[src/hw/rtl/cwrq_pkg.sv]
package cwrq_pkg;

  localparam int NUM_IDS_DEF           = 4;
  localparam int QUEUE_DEPTH_DEF       = 8;
  localparam int MAX_PAYLOAD_BYTES_DEF = 64;
  localparam int NUM_ID_REGS           = 4;
  localparam int CMD_FIFO_DEPTH        = 2;

  localparam int ID_W       = 29;
  localparam int DLC_W      = 4;
  localparam int STATUS_W   = 2;
  localparam int BYTES_W    = 7;
  localparam int DATA_W     = 64;
  localparam int SLOTS_W    = 3;
  localparam int CFG_IDX_W  = 3;
  localparam int CFG_DATA_W = 29;

  localparam logic KIND_RX  = 1'b0;
  localparam logic KIND_POP = 1'b1;

  localparam logic [CFG_IDX_W-1:0] REG_ID_SLOT_0    = 3'd0;
  localparam logic [CFG_IDX_W-1:0] REG_ID_SLOT_1    = 3'd1;
  localparam logic [CFG_IDX_W-1:0] REG_ID_SLOT_2    = 3'd2;
  localparam logic [CFG_IDX_W-1:0] REG_ID_SLOT_3    = 3'd3;
  localparam logic [CFG_IDX_W-1:0] REG_SLOTS_IN_USE = 3'd4;

  typedef enum logic [STATUS_W-1:0] {
    STATUS_OK       = 2'd0,
    STATUS_EMPTY    = 2'd1,
    STATUS_UNLISTED = 2'd2
  } status_t;

  typedef enum logic [1:0] {
    BK_IDLE,
    BK_FIRST,
    BK_LOAD,
    BK_OUT
  } back_state_t;

  typedef struct packed {
    logic              kind;
    logic [ID_W-1:0]   can_id;
    logic              is_extended;
    logic [DLC_W-1:0]  dlc;
    logic [DATA_W-1:0] data_word;
    logic              beat_last;
  } in_item_t;

  typedef struct packed {
    status_t            status;
    logic [ID_W-1:0]    frame_id;
    logic               frame_extended;
    logic [DLC_W-1:0]   frame_dlc;
    logic [BYTES_W-1:0] byte_count;
    logic [DATA_W-1:0]  payload_word;
    logic               result_last;
  } out_item_t;

  typedef struct packed {
    logic [DLC_W-1:0] dlc;
    logic             ext;
    logic [ID_W-1:0]  id;
  } hdr_t;

  function automatic logic [BYTES_W-1:0] dlc_to_bytes(input logic [DLC_W-1:0] dlc);
    logic [BYTES_W-1:0] n;
    case (dlc)
      4'd9:    n = 7'd12;
      4'd10:   n = 7'd16;
      4'd11:   n = 7'd20;
      4'd12:   n = 7'd24;
      4'd13:   n = 7'd32;
      4'd14:   n = 7'd48;
      4'd15:   n = 7'd64;
      default: n = {3'b000, dlc};
    endcase
    return n;
  endfunction

endpackage

[src/hw/rtl/cwrq_front.sv]
module cwrq_front #(
  parameter int NUM_IDS           = cwrq_pkg::NUM_IDS_DEF,
  parameter int QUEUE_DEPTH       = cwrq_pkg::QUEUE_DEPTH_DEF,
  parameter int MAX_PAYLOAD_BYTES = cwrq_pkg::MAX_PAYLOAD_BYTES_DEF,
  localparam int BEATS   = (MAX_PAYLOAD_BYTES + 7) / 8,
  localparam int ENTRIES = NUM_IDS * QUEUE_DEPTH,
  localparam int ENT_AW  = (ENTRIES > 1) ? $clog2(ENTRIES) : 1,
  localparam int PAY_AW  = (ENTRIES * BEATS > 1) ? $clog2(ENTRIES * BEATS) : 1,
  localparam int BIDX_W  = $clog2(BEATS + 1),
  localparam int HDR_W   = BIDX_W + $bits(cwrq_pkg::hdr_t),
  localparam int CMD_W   = cwrq_pkg::STATUS_W + ENT_AW
) (
  input  logic                               clk,
  input  logic                               rst_n,
  input  logic                               cfg_wr_en,
  input  logic [cwrq_pkg::CFG_IDX_W-1:0]     cfg_index,
  input  logic [cwrq_pkg::CFG_DATA_W-1:0]    cfg_wdata,
  input  logic                               in_valid,
  output logic                               in_stall,
  input  cwrq_pkg::in_item_t                 in_data,
  input  logic                               back_busy,
  output logic                               cmd_push,
  output logic [CMD_W-1:0]                   cmd_data,
  input  logic                               cmd_full,
  output logic                               hdr_we,
  output logic [ENT_AW-1:0]                  hdr_waddr,
  output logic [HDR_W-1:0]                   hdr_wdata,
  output logic                               pay_we,
  output logic [PAY_AW-1:0]                  pay_waddr,
  output logic [cwrq_pkg::DATA_W-1:0]        pay_wdata
);

  localparam int SLOT_W = (NUM_IDS > 1) ? $clog2(NUM_IDS) : 1;
  localparam int PTR_W  = (QUEUE_DEPTH > 1) ? $clog2(QUEUE_DEPTH) : 1;
  localparam int FILL_W = $clog2(QUEUE_DEPTH + 1);

  logic [cwrq_pkg::ID_W-1:0]    id_slot_r [cwrq_pkg::NUM_ID_REGS];
  logic [cwrq_pkg::SLOTS_W-1:0] slots_in_use_r;
  logic [PTR_W-1:0]             head_r [NUM_IDS];
  logic [FILL_W-1:0]            fill_r [NUM_IDS];
  logic                         in_frame_r, in_frame_nxt;
  logic                         match_vld_r, match_vld_nxt;
  logic [SLOT_W-1:0]            match_slot_r, match_slot_nxt;
  logic [BIDX_W-1:0]            beat_idx_r, beat_idx_nxt;
  logic [ENT_AW-1:0]            tail_entry_r, tail_entry_nxt;
  cwrq_pkg::hdr_t               hdr_r, hdr_nxt;

  logic              hit;
  logic [SLOT_W-1:0] hit_slot;
  logic              accept, is_rx;
  logic [SLOT_W-1:0] cur_slot;
  logic [PTR_W-1:0]  head_cur, head_adv, head_rx, tail;
  logic [FILL_W-1:0] fill_cur, fill_rx, fill_base;
  logic [FILL_W:0]   tail_sum;
  logic              q_full;
  logic [ENT_AW-1:0] entry_new, cur_entry;
  cwrq_pkg::hdr_t    cur_hdr;
  logic              cur_match;
  logic [BIDX_W-1:0] cur_bidx;
  logic              head_we, fill_we;
  logic [PTR_W-1:0]  head_wd;
  logic [FILL_W-1:0] fill_wd;
  cwrq_pkg::status_t cmd_status;
  logic [ENT_AW-1:0] cmd_entry;

  always_comb begin
    hit      = 1'b0;
    hit_slot = '0;
    for (int i = NUM_IDS - 1; i >= 0; i--) begin
      if (i < int'(slots_in_use_r) && id_slot_r[i] == in_data.can_id) begin
        hit      = 1'b1;
        hit_slot = SLOT_W'(i);
      end
    end
  end

  assign is_rx    = (in_data.kind == cwrq_pkg::KIND_RX);
  assign in_stall = is_rx ? back_busy : cmd_full;
  assign accept   = in_valid && !in_stall;

  assign cur_slot = (is_rx && in_frame_r) ? match_slot_r : hit_slot;
  assign head_cur = head_r[cur_slot];
  assign fill_cur = fill_r[cur_slot];
  assign q_full   = (fill_cur >= FILL_W'(QUEUE_DEPTH));
  assign head_adv = (head_cur == PTR_W'(QUEUE_DEPTH - 1)) ? '0 : head_cur + 1'b1;
  assign head_rx  = q_full ? head_adv : head_cur;
  assign fill_rx  = q_full ? FILL_W'(QUEUE_DEPTH - 1) : fill_cur;
  assign tail_sum = (FILL_W + 1)'(head_rx) + (FILL_W + 1)'(fill_rx);
  assign tail     = (tail_sum >= (FILL_W + 1)'(QUEUE_DEPTH)) ?
                    PTR_W'(tail_sum - (FILL_W + 1)'(QUEUE_DEPTH)) : PTR_W'(tail_sum);
  assign entry_new = ENT_AW'(hit_slot) * ENT_AW'(QUEUE_DEPTH) + ENT_AW'(tail);

  assign cur_match = in_frame_r ? match_vld_r : hit;
  assign cur_entry = in_frame_r ? tail_entry_r : entry_new;
  assign cur_bidx  = in_frame_r ? beat_idx_r : '0;
  assign fill_base = in_frame_r ? fill_cur : fill_rx;

  always_comb begin
    cur_hdr.dlc = in_data.dlc;
    cur_hdr.ext = in_data.is_extended;
    cur_hdr.id  = in_data.can_id;
    if (in_frame_r) begin
      cur_hdr = hdr_r;
    end
  end

  always_comb begin
    in_frame_nxt   = in_frame_r;
    match_vld_nxt  = match_vld_r;
    match_slot_nxt = match_slot_r;
    beat_idx_nxt   = beat_idx_r;
    tail_entry_nxt = tail_entry_r;
    hdr_nxt        = hdr_r;
    head_we        = 1'b0;
    head_wd        = head_adv;
    fill_we        = 1'b0;
    fill_wd        = fill_base;
    hdr_we         = 1'b0;
    pay_we         = 1'b0;
    cmd_push       = 1'b0;
    cmd_status     = cwrq_pkg::STATUS_OK;
    cmd_entry      = ENT_AW'(hit_slot) * ENT_AW'(QUEUE_DEPTH) + ENT_AW'(head_cur);
    if (accept && is_rx) begin
      if (!in_frame_r) begin
        match_vld_nxt  = hit;
        match_slot_nxt = hit_slot;
        tail_entry_nxt = entry_new;
        hdr_nxt        = cur_hdr;
        head_we        = hit && q_full;
        head_wd        = head_rx;
      end
      if (cur_match && cur_bidx < BIDX_W'(BEATS)) begin
        hdr_we       = 1'b1;
        pay_we       = 1'b1;
        beat_idx_nxt = cur_bidx + 1'b1;
      end else begin
        beat_idx_nxt = cur_bidx;
      end
      fill_we = cur_match;
      if (in_data.beat_last) begin
        in_frame_nxt = 1'b0;
        fill_wd      = fill_base + 1'b1;
      end else begin
        in_frame_nxt = 1'b1;
      end
    end else if (accept) begin
      cmd_push = 1'b1;
      if (!hit) begin
        cmd_status = cwrq_pkg::STATUS_UNLISTED;
      end else if (fill_cur == '0) begin
        cmd_status = cwrq_pkg::STATUS_EMPTY;
      end else begin
        head_we = 1'b1;
        fill_we = 1'b1;
        fill_wd = fill_cur - 1'b1;
      end
    end
  end

  assign cmd_data  = {cmd_status, cmd_entry};
  assign hdr_waddr = cur_entry;
  assign hdr_wdata = {BIDX_W'(cur_bidx + 1'b1), cur_hdr};
  assign pay_waddr = PAY_AW'(cur_entry) * PAY_AW'(BEATS) + PAY_AW'(cur_bidx);
  assign pay_wdata = in_data.data_word;

  always_ff @(posedge clk) begin
    if (!rst_n) begin
      for (int i = 0; i < cwrq_pkg::NUM_ID_REGS; i++) begin
        id_slot_r[i] <= '0;
      end
      for (int i = 0; i < NUM_IDS; i++) begin
        head_r[i] <= '0;
        fill_r[i] <= '0;
      end
      slots_in_use_r <= '0;
      in_frame_r     <= 1'b0;
      match_vld_r    <= 1'b0;
      match_slot_r   <= '0;
      beat_idx_r     <= '0;
    end else begin
      if (cfg_wr_en) begin
        case (cfg_index)
          cwrq_pkg::REG_ID_SLOT_0:    id_slot_r[0]   <= cfg_wdata;
          cwrq_pkg::REG_ID_SLOT_1:    id_slot_r[1]   <= cfg_wdata;
          cwrq_pkg::REG_ID_SLOT_2:    id_slot_r[2]   <= cfg_wdata;
          cwrq_pkg::REG_ID_SLOT_3:    id_slot_r[3]   <= cfg_wdata;
          cwrq_pkg::REG_SLOTS_IN_USE: slots_in_use_r <= cfg_wdata[cwrq_pkg::SLOTS_W-1:0];
          default: ;
        endcase
      end
      if (head_we) begin
        head_r[cur_slot] <= head_wd;
      end
      if (fill_we) begin
        fill_r[cur_slot] <= fill_wd;
      end
      in_frame_r   <= in_frame_nxt;
      match_vld_r  <= match_vld_nxt;
      match_slot_r <= match_slot_nxt;
      beat_idx_r   <= beat_idx_nxt;
    end
  end

  always_ff @(posedge clk) begin
    tail_entry_r <= tail_entry_nxt;
    hdr_r        <= hdr_nxt;
  end

endmodule

[config.mk]
export PLATFORM = sky130hd
export DESIGN_NAME = cwrq_front
export DESIGN_NICKNAME = d
export VERILOG_FILES = /design/src/hw/rtl/cwrq_pkg.sv /design/src/hw/rtl/cwrq_front.sv
export SDC_FILE = /design/constraint.sdc
export NUM_CORES = 1
export LEC_CHECK = 0
export BUFFER_PORTS_ARGS = -buffer_cell sky130_fd_sc_hd__buf_2
export CAP_MARGIN = 30
export CORE_MARGIN = 1.5
export CORE_UTILIZATION = 55
export DETAILED_ROUTE_END_ITERATION = 16
export PLACE_DENSITY = 0.82
export SYNTH_ARGS = -nofsm -noshare
export SYNTH_HDL_FRONTEND = slang
export SYNTH_SLANG_ARGS = --single-unit
[constraint.sdc]
create_clock -name clk -period 8.6 [get_ports clk]
set_clock_uncertainty 0.2 [all_clocks]
set_input_delay 0.43 -clock clk [delete_from_list [all_inputs] [get_ports clk]]
set_output_delay 0.43 -clock clk [all_outputs]
set_load 0.02 [all_outputs]
# After elaboration in Yosys (flattened, before gate mapping)
# Memory sizes are Yosys's and may differ from the RTL's.
# Index checks and enable logic that the tools add are counted.
[word_totals] reg_bits=50 latch_bits=0 ram_bits=144 mem_bits_ro=0 wordCells=134 memories=3
[memory_table] memory="id_slot_r" words=4 width=29 rd=4 rd_ports_with_merged_regs=0 wr=4 line_no="cwrq_front.sv:37" text="logic [cwrq_pkg::ID_W-1:0] id_slot_r [cwrq_pkg::NUM_ID_REGS];"
[memory_table] memory="fill_r" words=4 width=4 rd=1 rd_ports_with_merged_regs=0 wr=4 line_no="cwrq_front.sv:40" text="logic [FILL_W-1:0] fill_r [NUM_IDS];"
[memory_table] memory="head_r" words=4 width=3 rd=1 rd_ports_with_merged_regs=0 wr=4 line_no="cwrq_front.sv:39" text="logic [PTR_W-1:0] head_r [NUM_IDS];"
[classes] n_addsub=9 n_mul=0 n_div=0 magnitude_cmp=7 eq_ne=9 shifts=0 muxes=75 n_bitwise=6 n_reduce_logical=16
[ops] operator="equality test 29 bit" count=4
[ops] operator="two-way mux 29 bit" count=4
[ops] operator="two-way mux 1 bit" count=43
[ops] operator="two-way mux 4 bit" count=10
[ops] operator="two-way mux 34 bit" count=1
[ops] operator="two-way mux 2 bit" count=10
[ops] operator="two-way mux 3 bit" count=6
[ops] operator="adder 5 x 3 -> 5 bit" count=2
[ops] operator="logical AND 1 bit" count=9
[ops] operator="adder 4 x 1 -> 4 bit (second input constant)" count=2
[ops] operator="adder 8 x 4 -> 8 bit" count=1
[ops] operator="equality test 3 x 2 -> 1 bit (second input constant)" count=2
[ops] operator="equality test 3 bit (second input constant)" count=2
[ops] operator="less-than comparator 1 x 3 -> 1 bit (first input constant)" count=2
[ops] operator="less-than comparator 2 x 3 -> 1 bit (first input constant)" count=2
[ops] operator="adder 3 x 4 -> 5 bit" count=1
[ops] operator=">= comparator 5 x 4 -> 1 bit (second input constant)" count=1
[ops] operator="two-way mux 5 bit" count=1
[ops] operator=">= comparator 4 bit (second input constant)" count=1
[ops] operator="zero test 4 bit" count=1
[ops] operator="less-than comparator 4 bit (second input constant)" count=1
[ops] operator="bitwise OR 1 bit" count=4
[ops] operator="AND reduction 2 bit" count=2
[ops] operator="OR reduction 4 bit" count=1
[ops] operator="8 further kinds" count=9

# Depth between registers and ports, before layout
# Gate-level depths: netlist (run 1).
# An unclocked memory read counts as a cell.
[depth] depth_word=19 mapped_depth=22

# Least setup slack after synthesis (run 1)
# OpenSTA, ideal clock, no wires.
[synth_timing] path_type="input -> output" startpoint="input port in_data[90] in the netlist's numbering" endpoint="output port pay_waddr[7]" arrival_time_ns=5.476 slack_ns=2.494 cell_stages=21 path_buffers=2 path_cell_list="clkbuf_1 -> xor2_1 -> nor4_1 -> and4_1 -> a2111oi_4 -> o211a_1 -> nor2_2 -> clkbuf_1 -> mux2i_1 -> ha_1 -> ha_1 -> nor3_1 -> a21o_1 -> ha_1 -> inv_1 -> fa_1 -> a21oi_1 -> ha_1 -> nand2_1 -> a31oi_1 -> xor2_1"
[synth_via] elab_chain_len=17 elab_cells_between_ends=28 classes_between="5 x add/sub; 2 x order compare; 5 x eq/ne; 10 x mux; 4 x reduce/logical; 2 x memory"
[synth_lines] element="from (decl)" line_no="cwrq_front.sv:20" text="input cwrq_pkg::in_item_t in_data,"
[synth_lines] element="equality test 29 bit" line_no="cwrq_front.sv:70" text="if (i < int'(slots_in_use_r) && id_slot_r[i] == in_data.can_id) begin"
[synth_lines] element="logical AND 1 bit" line_no="cwrq_front.sv:70"
[synth_lines] element="two-way mux 2 bit (3 in a row)" line_no="cwrq_front.sv:70"
[synth_lines] element="two-way mux 2 bit (*)" line_no="cwrq_front.sv:70"
[synth_lines] element="two-way mux 2 bit (*)" line_no="cwrq_front.sv:81" text="assign cur_slot = (is_rx && in_frame_r) ? match_slot_r : hit_slot;"
[synth_lines] element="memory (4 x 3 bit)"
[synth_lines] element="adder 3 x 1 -> 3 bit / equality test 3 bit (equally long branches)" line_no="cwrq_front.sv:85" text="assign head_adv = (head_cur == PTR_W'(QUEUE_DEPTH - 1)) ? '0 : head_cur + 1'b1;"
[synth_lines] element="two-way mux 3 bit" line_no="cwrq_front.sv:85"
[synth_lines] element="two-way mux 3 bit" line_no="cwrq_front.sv:86" text="assign head_rx = q_full ? head_adv : head_cur;"
[synth_lines] element="adder 3 x 4 -> 5 bit (*)" line_no="cwrq_front.sv:88" text="assign tail_sum = (FILL_W + 1)'(head_rx) + (FILL_W + 1)'(fill_rx);"
[synth_lines] element=">= comparator 5 x 4 -> 1 bit / subtractor 3 x 1 -> 3 bit (equally long branches)" line_no="cwrq_front.sv:89, cwrq_front.sv:90"
[synth_lines] element="two-way mux 3 bit (*)" line_no="cwrq_front.sv:89" text="assign tail = (tail_sum >= (FILL_W + 1)'(QUEUE_DEPTH)) ?"
[synth_lines] element="adder 5 x 3 -> 5 bit (*)" line_no="cwrq_front.sv:91" text="assign entry_new = ENT_AW'(hit_slot) * ENT_AW'(QUEUE_DEPTH) + ENT_AW'(tail);"
[synth_lines] element="two-way mux 5 bit (*)"
[synth_lines] element="named net hdr_waddr[1]" line_no="cwrq_front.sv:26" text="output logic [ENT_AW-1:0] hdr_waddr,"
[synth_lines] element="adder 8 x 4 -> 8 bit (*)" line_no="cwrq_front.sv:163" text="assign pay_waddr = PAY_AW'(cur_entry) * PAY_AW'(BEATS) + PAY_AW'(cur_bidx);"
[synth_lines] element="to (decl)" line_no="cwrq_front.sv:29" text="output logic [PAY_AW-1:0] pay_waddr,"
# Mark *: on every way through the listed nets, which the timed path passes. The rest lies on a longest branch.

==> results of run 1 <==
==> cells in the mapped netlist, drive strengths merged, types with 2 or more instances <==
cell type  instances  area share [%]
a211o              2            0.16
a211oi             2            0.19
a21boi             4            0.28
a21o               3            0.21
a21oi             16            0.75
a311o              2            0.19
a31oi              4            0.23
and2             130             7.6
and3               4            0.23
and4               3            0.24
buf               72             5.0
clkbuf            48             1.7
dfxtp             11             2.1
edfxtp           183              51
ha                 8            0.93
inv               14            0.49
mux2              38             4.0
mux2i             24             2.2
nand2             47             1.7
nand2b             4            0.23
nand3             23             1.3
nand3b             2            0.14
nand4             10            0.58
nand4b             2            0.16
nor2              35             1.2
nor2b              8            0.47
nor3               9            0.42
nor3b              7            0.49
nor4              26             1.6
o211ai             9            0.72
o21a               2            0.14
o21ai             28             1.3
o31ai              2            0.14
or2                3            0.17
or4                2            0.17
xnor2             17             1.4
xor2             103             8.4
==> timing repair <==
| action | 4_1_cts | 5_1_grt |
|---|---|---|
| hold buffers | 1 | 0 |
| hold endpoints to repair | 1 | 0 |
| resized for setup | 0 | 0 |
==> cell usage in the layout (no fill, tap or decap), drive strengths merged, types with 3 or more instances in the layout <==
cell type and count:
a21oi 16, mux2i 24, nor2b 8, nor2 35
nand2b 4, inv 20, clkbuf 17, xor2 103
a21o 3, nor3 9, nor4 26, a21boi 4
o21ai 28, or2 3, and2 130, nor3b 7
o211ai 9, nand3 23, nand2 47, mux2 38
dfxtp 11, xnor2 17, and4 3, buf 145
a31oi 4, ha 8, and3 4, clkinv 8
edfxtp 183, nand4 10
==> layer usage <==
layer / GRT usage [%] / routed length [um] / vias up
li1: - / - / 3257
met1: 33.0 / 10600 / 3412
met2: 43.7 / 12300 / 325
met3: 5.60 / 1850 / 61
met4: 10.0 / 724 / 0
met5: 0 / 0 / -
==> where the power goes <==
group | switching, mW | internal (mW)
clock | 0.372 | 0.438
combinational | 0.156 | 0.0854
sequential | 0.0201 | 1.08
total | 0.548 | 1.61
==> sequential cells by signal (all words and copies together), names as in the netlist <==
name,cells
hdr_r,34
beat_idx_r,4
fill_r,16
slots_in_use_r,3
tail_entry_r,5
in_frame_r,1
head_r,12
match_vld_r,1
match_slot_r,2
id_slot_r,116
==> per-stage QoR <==
stage	hold slack, ns	instances	cell area, um2
after global placement	0.284	1206	11100
final	0.0897	1239	11700
after CTS	0.0790	1239	11700
after detailed placement	0.297	1206	11100
after global routing	0.102	1239	11700
after floorplan	0.263	921	10700
==> worst reg2reg max path, delay by kind of cell (launching register included) <==
kind / cells / cell delay [ns]
adders and majority gates: 4 / 1.02
xor gates and xnor gates: 1 / 0.17
and+or+nand+nor: 6 / 2.14
buffers and inverters: 1 / 0.05
AOI/OAI and AO/OA: 5 / 0.94
DFF: 1 / 0.38
muxes: 1 / 0.32
==> worst max-delay path by stage <==
stage	end	slack [ns]	cells past startpoint
6_report	pay_waddr[7]	2.10	20
5_1_grt	pay_waddr[7]	1.76	20
4_1_cts	pay_waddr[7]	2.15	20
3_5_place_dp	pay_waddr[7]	2.46	21
3_3_place_gp	pay_waddr[7]	2.58	21
2_1_floorplan	pay_waddr[7]	2.49	21
==> area by class of cell <==
type | instances | area, um2 | share of cell area [%]
Clock buffer | 17 | 425 | 3.63
Clock inverter | 15 | 171 | 1.46
Inverter | 15 | 56.3 | 0.480
Multi-Input combinational cell | 592 | 4280 | 36.5
Sequential cell | 194 | 5720 | 48.7
Tap cell | 260 | 325 | 2.77
Timing Repair Buffer | 146 | 761 | 6.48
==> cells by family after synthesis <==
logic type      Yosys count  share of synthesized area [%]
flops                   194                           53.3
mux                      62                           6.23
compound gates           84                           5.49
xor+xnor                120                           9.80
fa+ha+maj                 9                           1.12
buf+inv                 135                           7.17
simple gates            317                           16.9
==> out/summary.md, run 1 <==
The run finished with clean final reports. The delay of the slowest cell on the worst path works out to 0.74 ns. STA classifies the critical path endpoint as an output pin. The tightest min-delay check is of the in2reg type. After clock tree synthesis, the clock-pin slew on the worst setup and hold paths is 0.08 ns. The endpoint of the lowest-slack register-to-register path is tail_entry_r[2]. Average via count per standard cell: 5.69.

The post-route netlist has 23.8% of its cells at a drive strength greater than 1. The total area inside the core boundary comes to 0.0189 mm2. The tools report the global route total overflow as 0. Setup slack on the worst reg-to-reg path comes out at 3.11 ns. In the post-route analysis, the smallest setup slack over all paths is 2.10 ns. The number of cells on the worst reg-to-reg path is 18. TritonCTS built the clock tree.

Maximum VDD drop: 0.139 mV. The startpoint identified for the worst register-to-register timing path is id_slot_r[2][20]. For this block, the via count after detailed routing is 7055. First-iteration detailed-routing DRC count: 610.

Buffers added to address setup during post-CTS repair amount to 0. The area growth from synthesis to layout is 9.38%. Power density of the placed cells: 184 mW/mm2. The run gives 0.0204 mm2 as the overall die area. The run gives 2.46 ns as the worst slack at placement. Clock tree synthesis selected as its root buffer the cell sky130_fd_sc_hd__clkbuf_16. The final standard cell utilization of the core was 62.1%. Broken down by cell family, the worst path's largest delay share belongs to simple AND/OR/NAND/NOR gates.

The logs give 25500 um for the routed wire length and 0 for the initial antenna violation count. For this run, design rule violations remaining after detail routing come to 0. Buffers inserted during clock tree synthesis total 17. Final max-slew violation count: 0. The average instance in the mapped netlist occupies 11.6 um2.

Highest-delay cell along the critical path: sky130_fd_sc_hd__nor4_1. CTS saw 194 sinks. The arrival time at the worst endpoint was 5.87 ns; the number of H-tree levels was 4. The Yosys step of the flow raised 0 warnings. Along the worst path, the maximum fanout reaches 13.

The register bit total from synthesis works out to 194. The buffer and inverter count on the worst path is 2, and the slew of the pin with the lowest slew margin is 0.834 ns. The leakage power figure came out at 4.50 nW. The worst setup path is launched from a flip-flop. The run gives 0 as the final count of negative-setup-slack endpoints. The critical path starts at id_slot_r[2][20]. Chip width: 143 um. For the maximum number of pins on one net before global-route repair, the log shows 53.

The top-level port count is 264, and the minimum period implied by the final worst setup slack is 6.50 ns. The logs give 1113 for the number of nets at the end of the flow and 0 for the count of endpoints failing hold in the final timing report. The tools report the number of nets with antenna violations after routing as 0.

Counting stages on the worst path, the most repeated cell is sky130_fd_sc_hd__ha_1. For this run, the register share of the synthesized area comes to 53.3%. The post-synthesis net count is 1068, and the height of the die is 143 um. Startpoint of the most critical hold path: cfg_wdata[25]. Global routing consumed, over all layers together, 26.0% of the routing resources. The netlist area before placement was 0.0107 mm2; the number of antenna cells inserted was 0.

The run gives 6934 as the number of global-route vias before repair. Input and output buffers added on the ports amount to 135. Number of filler cells placed in the layout: 1494. The most used flip-flop cell after synthesis is sky130_fd_sc_hd__edfxtp_1. Counting flops with an async set or reset pin after synthesis yields a share of 0%. The worst pin sits at a relative slew slack of 43.9%. Hold path endpoint: id_slot_r[3][25]. After detailed routing, the average wire length per cell comes to 20.6 um. Deepest clock path buffer count: 2. Timing would allow up to 0.154 GHz.

The number of distinct standard cells referenced by the synthesized netlist was 65; the final sum of negative setup slack was 0 ns. Routability-driven placement finished with a final weighted congestion of 0.913. The insertion delay of the later-clocked pin in the worst-skew pair was 0.44 ns. The cell row count came out at 50.

The power after layout came out at 2.16 mW. The setup path with the least slack is of type reg2out. The final critical path takes up 75.6% of the cycle. In this run, synthesis inferred 183 flip-flops with an integrated enable.

Data on the critical path is required at its endpoint by 7.97 ns. The first-pass detailed-route iteration total is 5, and the effective utilization at floorplan is 56.8%. The half-perimeter wire length of the detailed placement result came out at 18000 um. Max-cap violations in this run came to 0.

Synthesis produced a netlist whose cell count is 921. The worst hold path passes through 2 cells. Walking the worst path, the cells encountered are xor2_1 -> nor4_1 -> and4_1 -> a2111oi_4 -> o211a_1 -> nor2_2 -> mux2i_1 -> ha_1 -> ha_1 -> nor3_1 -> a21o_1 -> ha_1 -> inv_1 -> fa_1 -> a21oi_1 -> ha_1 -> nand2_1 -> a31oi_1 -> xor2_1 -> buf_2. Setup repair after global routing left no endpoint under its margin. For the global-route wire length before repair, the log shows 39100 um.
Note: power is estimated with default switching activity, not from simulation.
==> run 2, diff against run 1 <==
Settings changed: ABC_AREA set to 1, CORE_UTILIZATION 55 to 50, PLACE_DENSITY 0.82 to 0.78.
Clock period 8.6 ns to 5.4 ns, I/O delays scaled along.
==> run 2 against run 1 <==
Net effect: non-clock buffer count is 42 higher; setup slack worse by 2.0 ns; register-to-register slack worse by 1.8 ns; die area is 19% higher.
==> out/summary.md, run 2 <==
The flow ran to the end, and the final reports show no timing, DRC or antenna violations. The routed length on met2 was 16300 um. The most instantiated flip-flop cell in the synthesis netlist is sky130_fd_sc_hd__edfxtp_1. More flip-flops sit in one register than any other, and that register is id_slot_r. The multi-input combinational cells in the finished layout cover a total of 0.00480 mm2. Yosys instantiated no cell more often than sky130_fd_sc_hd__nand2_1. For this configuration, the core starts out at a cell density of 51.2%. For the final count of negative-setup-slack endpoints, the log shows 0. In this run the core area contains 55 standard-cell rows. In this run the number of cells on the critical path is 30. In this run the register-to-register setup slack is 1.28 ns.

The logs give 0 for the count of maximum capacitance violations and 3 for the initial antenna violation count. For the worst flop-to-flop path, the logic depth is 27. The HPWL after detailed placement is 28200 um. For this design, the slowest cell found on the critical path is sky130_fd_sc_hd__fa_1.

Together, buffers and inverters on the worst path number 5. The critical path in this run is classified as reg2out. For this design the total switching power over the nets is 1.18 mW. After detailed routing, the number of remaining DRC violations is 0. Leaving out fill and tap cells, the most frequent cells in the layout are sky130_fd_sc_hd__nand2_1 (366), sky130_fd_sc_hd__nor2_1 (236), sky130_fd_sc_hd__edfxtp_1 (183). The startpoint identified for the worst register-to-register timing path is id_slot_r[1][14].

The run gives 0 as the final max-slew violation count. Global routing used 31.3% of the available tracks across all layers. The placeable core region was 0.0227 mm2. Among the stages of the critical path, the cell type that occurs most often is sky130_fd_sc_hd__nand2_1.

Switching share of total power: 31.5%. TritonCTS built the clock tree. Endpoint of the lowest-slack register-to-register path: tail_entry_r[2]. The H-tree was split into 4 levels.

The delay of the slowest cell on the worst path came out at 0.51 ns. The run gives 4.79 ns as the arrival time at the worst endpoint. At the later pin of the worst-skew pair, clock insertion delay measures 0.45 ns. The finished layout holds 1832 standard cells, fillers aside. Entering global routing, the biggest net connects 76 pins. Combinational logic burns 16.3% of the power. In the routed layout, each cell is associated on average with a via count of 5.56. The share of the Yosys chip area taken by registers is 49.1%. For the register area, the log shows 0.00572 mm2.

The detailed router put a total of 16200 um of wire on met1. By count the netlist is led by sky130_fd_sc_hd__nand2_1 (378), sky130_fd_sc_hd__nor2_1 (250), sky130_fd_sc_hd__edfxtp_1 (183). The analysis attributes to cell leakage a power of 6.00 nW.

The count of flip-flops with a built-in enable after synthesis came out at 183. The library cell used most frequently in the layout, excluding fill and tap cells, is sky130_fd_sc_hd__nand2_1. After clock tree synthesis, the clock-pin slew on the worst setup and hold paths is 0.09 ns. The slew of the pin with the lowest slew margin was 0.969 ns; the mean instance size in the synthesized netlist was 8.18 um2. The deepest clock path buffer count is 2. The first detailed-routing pass took 7 iterations. During synthesis, Yosys emitted a total of 0 warnings. The highest layer touched by signal routing is met5. The flip-flop count of the largest register after layout is 116, and the final sum of negative setup slack is 0 ns. The register bit total from synthesis was 194. The worst hold path terminates at id_slot_r[3][3]. The number of nets with antenna violations after routing was 0; the number of instances on the worst hold path was 3. Summed over all instances, the cell type with the most area after synthesis is sky130_fd_sc_hd__edfxtp_1. Counting tap cells, the placed design contains a total of 1756 instances.

In this run, the number of DRC markers left after iteration 0 of detailed routing was 1244. The number of buffers added by the clock tree synthesis step came out at 17. CTS saw 194 sinks. The logs give 55300 um for the global-route wire length before repair and 0.190 GHz for the achievable clock frequency.

Per report_power, the clock group accounts for 36.0% of the total. The cell count after synthesis came out at 1422. Along the worst path, the maximum fanout reaches 7.

Across the VDD grid, the largest voltage drop is 0.281 mV. In the final routed layout, each cell accounts on average for 20.5 um. The largest registers in the layout are id_slot_r (116), hdr_r (34), fill_r (16).

By area the synthesized netlist is led by sky130_fd_sc_hd__edfxtp_1 (47%), sky130_fd_sc_hd__nand2_1 (12%), sky130_fd_sc_hd__nor2_1 (8.1%), sky130_fd_sc_hd__inv_1 (4.6%), sky130_fd_sc_hd__buf_4 (4.2%). Measured on the finished design, the core utilization comes to 58.7%. The post-route netlist has 21.7% of its cells at a drive strength greater than 1. The chip width came out at 156 um.

The overall die area was 0.0242 mm2; the post-synthesis async set-or-reset flop share was 0%. Number of global-route vias before repair: 9381. The data required time at the worst endpoint was 4.93 ns.

The tightest slew margin relative to the limit is 35.2%. The root cell of the clock tree is sky130_fd_sc_hd__clkbuf_16. The final estimated routing congestion in global placement is 1.00.

The count of endpoints failing hold in the final timing report was 0; the routed wire length was 37600 um. For this design the ratio of total power to cell area is 280 mW/mm2. The top-level port count came out at 264.

The post-synthesis net count came out at 1569. STA classifies the critical path startpoint as a flip-flop. Counting I/O delays and the setup requirement, the final critical path takes 5.26 ns. On the critical path the largest part of the delay comes from simple AND/OR/NAND/NOR gates. The worst hold path begins at cfg_wdata[3]. Summed over its instances, the top area cell type makes up 47.2% of the synthesized netlist area. The run gives 2.56 mW as the internal power summed over all cells. For this block, the via count after detailed routing is 10.2k.

Counting the fill cells in the layout gives 2017. Global routing finished with a remaining overflow of 0. The tightest min-delay check is of the in2reg type. The count of buffers added on input and output ports is 135. In the finished design, the share of the clock period the worst path needs comes to 97.4%.

The area growth from synthesis to layout is 14.6%. The height of the die was 156 um; the netlist area before placement was 0.0116 mm2. The met3 wire length was 4520 um; the number of nets at the end of the flow was 1680. Counting distinct cell types in the post-synthesis netlist gives 56. The tools report the endpoint type of the worst setup path as an output pin.

For the register share of total power, the log shows 47.7%.
-- run 2: routing by layer --
metal	up-vias	GRT usage [%]
met3	48	7.58
met5	-	0
li1	4751	-
met1	4719	46.0
met4	2	8.34
met2	658	46.4
-- run 2: power groups by stage --
stage	clock (mW)	sequential, mW	combinational, mW
detailed placement	0	1.81	0.558
finish	1.35	1.78	0.607
global placement	0	1.81	0.556
CTS	1.34	1.78	0.574
floorplan	0	1.79	0.417
global route	1.39	1.79	0.658
-- run 2: cells by family (layout without fill, tap and decap cells) --
family / Yosys count / after routing / share of synthesized area, %
AO/OA/AOI/OAI: 100 / 100 / 4.82
XOR/XNOR: 45 / 45 / 3.39
adder cells (fa/ha/maj): 9 / 9 / 1.03
buffers and inverters: 277 / 400 / 11.4
flip-flops: 194 / 194 / 49.1
multiplexers: 1 / 1 / 0.0860
other: 0 / 1 / 0
AND/OR/NAND/NOR: 796 / 797 / 30.1
-- run 2: worst max path at each step --
stage	startpoint	to	slack, ns
2_1_floorplan	in_data[97]	pay_waddr[7]	0.49
3_3_place_gp	in_data[97]	pay_waddr[7]	0.36
3_5_place_dp	in_data[97]	pay_waddr[7]	0.27
4_1_cts	id_slot_r[0][18]	pay_waddr[7]	0.03
5_1_grt	id_slot_r[3][23]	pay_waddr[7]	-0.12
6_report	id_slot_r[1][14]	pay_waddr[7]	0.14
-- run 2: cell type report --
type | instances | area share, %
diodes | 1 | 0.0188
clock buffers | 17 | 3.19
clock inverters | 15 | 1.53
inverters | 180 | 5.23
multi-input cells | 952 | 36.0
flip-flops and latches | 194 | 42.9
well taps | 285 | 2.67
repair buffers | 188 | 8.53
-- run 2: worst reg2reg max path, cell delays in order, from the launching register on --
cell,delay [ns]
sky130_fd_sc_hd__edfxtp_1,0.48
sky130_fd_sc_hd__inv_1,0.08
sky130_fd_sc_hd__nand2_1,0.17
sky130_fd_sc_hd__nand2_1,0.08
sky130_fd_sc_hd__nor2_1,0.10
sky130_fd_sc_hd__nand2_1,0.07
sky130_fd_sc_hd__nor2_2,0.12
sky130_fd_sc_hd__nand2_1,0.10
sky130_fd_sc_hd__inv_1,0.06
sky130_fd_sc_hd__nand2_1,0.06
sky130_fd_sc_hd__nand2_2,0.10
sky130_fd_sc_hd__nand3_4,0.14
sky130_fd_sc_hd__nand2_8,0.15
sky130_fd_sc_hd__a21oi_1,0.07
sky130_fd_sc_hd__o21ai_1,0.12
sky130_fd_sc_hd__nand2_1,0.11
sky130_fd_sc_hd__ha_2,0.19
sky130_fd_sc_hd__ha_2,0.18
sky130_fd_sc_hd__o21ai_2,0.14
sky130_fd_sc_hd__o21a_1,0.17
sky130_fd_sc_hd__ha_1,0.14
sky130_fd_sc_hd__inv_1,0.05
sky130_fd_sc_hd__fa_1,0.45
sky130_fd_sc_hd__inv_1,0.07
sky130_fd_sc_hd__nand3_1,0.12
sky130_fd_sc_hd__nand2_1,0.10
sky130_fd_sc_hd__nand2_2,0.06
sky130_fd_sc_hd__nand2_2,0.09
-- run 2: per-stage QoR --
step                worst slack [ns]  power, mW  hold WS (ns)  instance area [um2]
CTS                           0.0350       3.69       0.00667                13000
global route                  -0.115       3.84        0.0296                13300
global placement               0.363       2.37         0.252                12100
finish                         0.140       3.74        0.0120                13300
detailed placement             0.268       2.37         0.257                12100
floorplan                      0.490       2.21         0.160                11600
-- run 2: repair_timing --
item | CTS | global route
setup buffers | 0 | 19
endpoints found under the hold margin | 67 | 0
gates cloned | 0 | 1
resized for setup | 2 | 54
endpoints found under the setup margin | 1 | 4
hold buffers | 23 | 0
pin swaps | 0 | 21
==> run 3, diff against run 2 <==
Settings changed: SETUP_SLACK_MARGIN set to 0.4.
==> run 3 against run 2 <==
Net effect: register-to-register slack better by 0.10 ns; total power hardly changed; clock-buffer cell count stayed put; maximum frequency up 3.9%; critical path depth did not move; clock power about the same; first-iteration DRC count increased by 0.32%; hold slack improved by 0.0034 ns; core utilization up 0.13 points; global-route usage up 0.48 points; sequential share of layout area shrank 0.092 points; die area is the same; critical endpoint unchanged; largest power group unchanged.
==> out/summary.md, run 3 (synthesis gave the netlist of run 2 again) <==
The flow ran to the end, and the final reports show no timing, DRC or antenna violations. The tools report the global-route wire length before repair as 56300 um. After legalization and detailed placement, the total HPWL measured 28200 um. The tools report the number of nets with antenna violations after routing as 0. For the effective utilization at floorplan, the log shows 51.2%.

Setup repair after global routing could not meet its margin everywhere. The initial antenna violation count is 4. The slowest stage of the critical path belongs to the cell sky130_fd_sc_hd__edfxtp_1.

TritonCTS built the clock tree. At the end of routability-driven placement, the weighted congestion stood at 1.00. The logs give 4.59 ns for the arrival time at the worst endpoint and 0.0242 mm2 for the overall die area. The reg-to-reg critical path startpoint is id_slot_r[1][14]. Entering global routing, the biggest net connects 76 pins.

The floorplan step defined a core boundary enclosing 0.0227 mm2. The die is 156 um wide. For this run the aggregate overflow at the end of global routing stands at 0.

The flip-flop count of the largest register after layout came out at 116. The first-pass detailed-route iteration total came out at 5. The largest registers in the layout are id_slot_r (116), hdr_r (34), fill_r (16). The H-tree was split into 4 levels.

For flop-to-flop paths, the worst setup slack is 1.38 ns. Average via count per standard cell: 5.50. The signed area change from the synthesized netlist to the final layout came out at 14.9%. The minimum period implied by the final worst setup slack came out at 5.06 ns.

Fraction of layout instances using a drive strength above 1: 22.2%. For the achievable clock frequency, the log shows 0.198 GHz. Clock tree synthesis inserted a total of 17 buffers. id_slot_r holds more flip-flops than any other register. The count of maximum capacitance violations was 0. The number of buffer cells added on primary ports was 135. The fraction of the cycle the final worst path needs works out to 93.7%. The die is 156 um tall. The number of instances on the worst hold path came out at 3. The tree is rooted in a sky130_fd_sc_hd__clkbuf_16. In this run the power density over the cells is 279 mW/mm2.

Routed wire length: 37800 um. Setup violations remaining at the end of the flow were counted as 0. Across the VDD grid, the largest voltage drop is 0.285 mV.

In the final routed layout, each cell accounts on average for 20.6 um. Leaving out fill and tap cells, the most frequent cell in the layout is sky130_fd_sc_hd__nand2_1. The top cell types in the final layout, fill and taps aside, are sky130_fd_sc_hd__nand2_1 (362), sky130_fd_sc_hd__nor2_1 (237), sky130_fd_sc_hd__edfxtp_1 (183). The startpoint identified for the worst hold timing path is cfg_wdata[11]. After detailed routing, the number of remaining DRC violations is 0.

For the worst-skew pair, the clock arrives at the later sink with an insertion delay of 0.45 ns. The number of buffers and inverters on the critical path is 5. The worst setup path is captured at an output pin. The logs give 0 for the count of endpoints failing hold in the final timing report and 31.8% for the global-route usage over all layers.

Hold timing on the final database bottoms out at a slack of 0.0153 ns. The logs give 9576 for the number of global-route vias before repair and 16500 um for the sum of routed wire segments on met1. Clock tree synthesis found a total of 194 sinks. At the pin with the least slew margin, the transition time is 0.982 ns.

The top layer reached by signal wires is met5. The detailed router placed 10.1k vias in this run. For hold timing, the worst endpoint is id_slot_r[0][11]. Counting along the longest clock path gives a buffer depth of 2. The run gives 0 as the final max-slew violation count. STA classifies the critical path startpoint as a flip-flop. The worst min-delay path category was in2reg. Final sum of negative setup slack: 0 ns. Of all nets on the critical path, the largest fanout is 8.

For the routed length on met2, the log shows 16500 um. After the last flow step, the layout net total stands at 1680. The cell family contributing the most delay on the critical path is simple AND/OR/NAND/NOR gates. 264 I/O pins were placed. The most used cell along the critical path is sky130_fd_sc_hd__nand2_1.

The worst pin sits at a relative slew slack of 34.3%. After the first detailed-routing iteration, the DRC count stood at 1248. The clock-pin transition on the worst setup and hold timing paths is 0.09 ns. Measured in cells, the most critical reg-to-reg path has a length of 24. Delay of the slowest cell on the worst path: 0.48 ns.

The tools report the endpoint of the lowest-slack register-to-register path as tail_entry_r[1]. At the worst endpoint, the required time is 4.93 ns. The logs give 5.99 nW for the leakage power figure and 4090 um for the met3 wire length.

The cell row count is 55. Category of the most critical setup path: reg2out.
run 3: worst register-to-register path, cell delays in order, from the launching register on:
cell and delay [ns]:
sky130_fd_sc_hd__edfxtp_1 0.48, sky130_fd_sc_hd__inv_1 0.09, sky130_fd_sc_hd__nand2_2 0.12, sky130_fd_sc_hd__nand2_1 0.07, sky130_fd_sc_hd__nor2_1 0.10, sky130_fd_sc_hd__nand2_1 0.07
sky130_fd_sc_hd__nor2_2 0.13, sky130_fd_sc_hd__nand2_1 0.10, sky130_fd_sc_hd__inv_1 0.06, sky130_fd_sc_hd__nand2_1 0.06, sky130_fd_sc_hd__nand2_2 0.10, sky130_fd_sc_hd__nand3_4 0.13
sky130_fd_sc_hd__nand2_8 0.14, sky130_fd_sc_hd__a21oi_2 0.07, sky130_fd_sc_hd__o21ai_1 0.11, sky130_fd_sc_hd__nand2_1 0.10, sky130_fd_sc_hd__ha_2 0.19, sky130_fd_sc_hd__ha_4 0.17
sky130_fd_sc_hd__o21ai_2 0.17, sky130_fd_sc_hd__o21a_1 0.15, sky130_fd_sc_hd__ha_2 0.16, sky130_fd_sc_hd__inv_2 0.03, sky130_fd_sc_hd__fa_1 0.51, sky130_fd_sc_hd__o21ai_2 0.08
sky130_fd_sc_hd__buf_4 0.17
run 3: worst max path at each step:
stage                                start           end  slack (ns)  depth (start not counted)
after floorplan                in_data[97]  pay_waddr[7]        0.49                         27
after global placement         in_data[97]  pay_waddr[7]        0.36                         30
after detailed placement       in_data[97]  pay_waddr[7]        0.27                         29
after CTS                  id_slot_r[3][6]  pay_waddr[7]        0.40                         29
after global routing      id_slot_r[3][23]  pay_waddr[7]        0.12                         29
final                     id_slot_r[1][14]  pay_waddr[7]        0.34                         30
run 3: layer usage:
layer  up-vias  global-route usage [%]
met4         2                    8.30
met3        56                    7.61
li1       4753                       -
met5         -                       0
met2       555                    47.8
met1      4720                    46.2
run 3: what timing repair did:
action | 4_1_cts | 5_1_grt
hold endpoints to repair | 67 | 0
hold buffers | 23 | 0
resized for setup | 42 | 27
gates cloned | 1 | 0
setup endpoints to repair | 4 | 6
setup buffers | 16 | 3
pin swaps | 23 | 20
run 3: stage by stage:
step	util [%]	power, mW	instance area [um2]	cells	setup slack (ns)
after floorplan	-	2.21	11600	1422	0.490
after global placement	53.4	2.37	12100	1756	0.363
after detailed placement	53.4	2.37	12100	1756	0.268
after CTS	58.3	3.71	13200	1828	0.400
after global routing	58.9	3.84	13400	1833	0.121
final	58.9	3.74	13400	1833	0.339
run 3: area by class of cell:
class | count | area, um2
well taps | 285 | 357
clock inverters | 15 | 204
repair buffers | 188 | 1160
diodes | 2 | 5.00
clock buffers | 17 | 425
flip-flops and latches | 194 | 5720
fillers | 2004 | 9340
inverters | 180 | 693
multi-input cells | 952 | 4810
run 3: power by group:
part           switching [mW]  internal (mW)  leakage (nW)  total, mW
registers              0.0497           1.73          1.86       1.78
clock network           0.701          0.641         0.302       1.34
logic                   0.425          0.187          3.82      0.612
total                    1.18           2.56          5.99       3.74
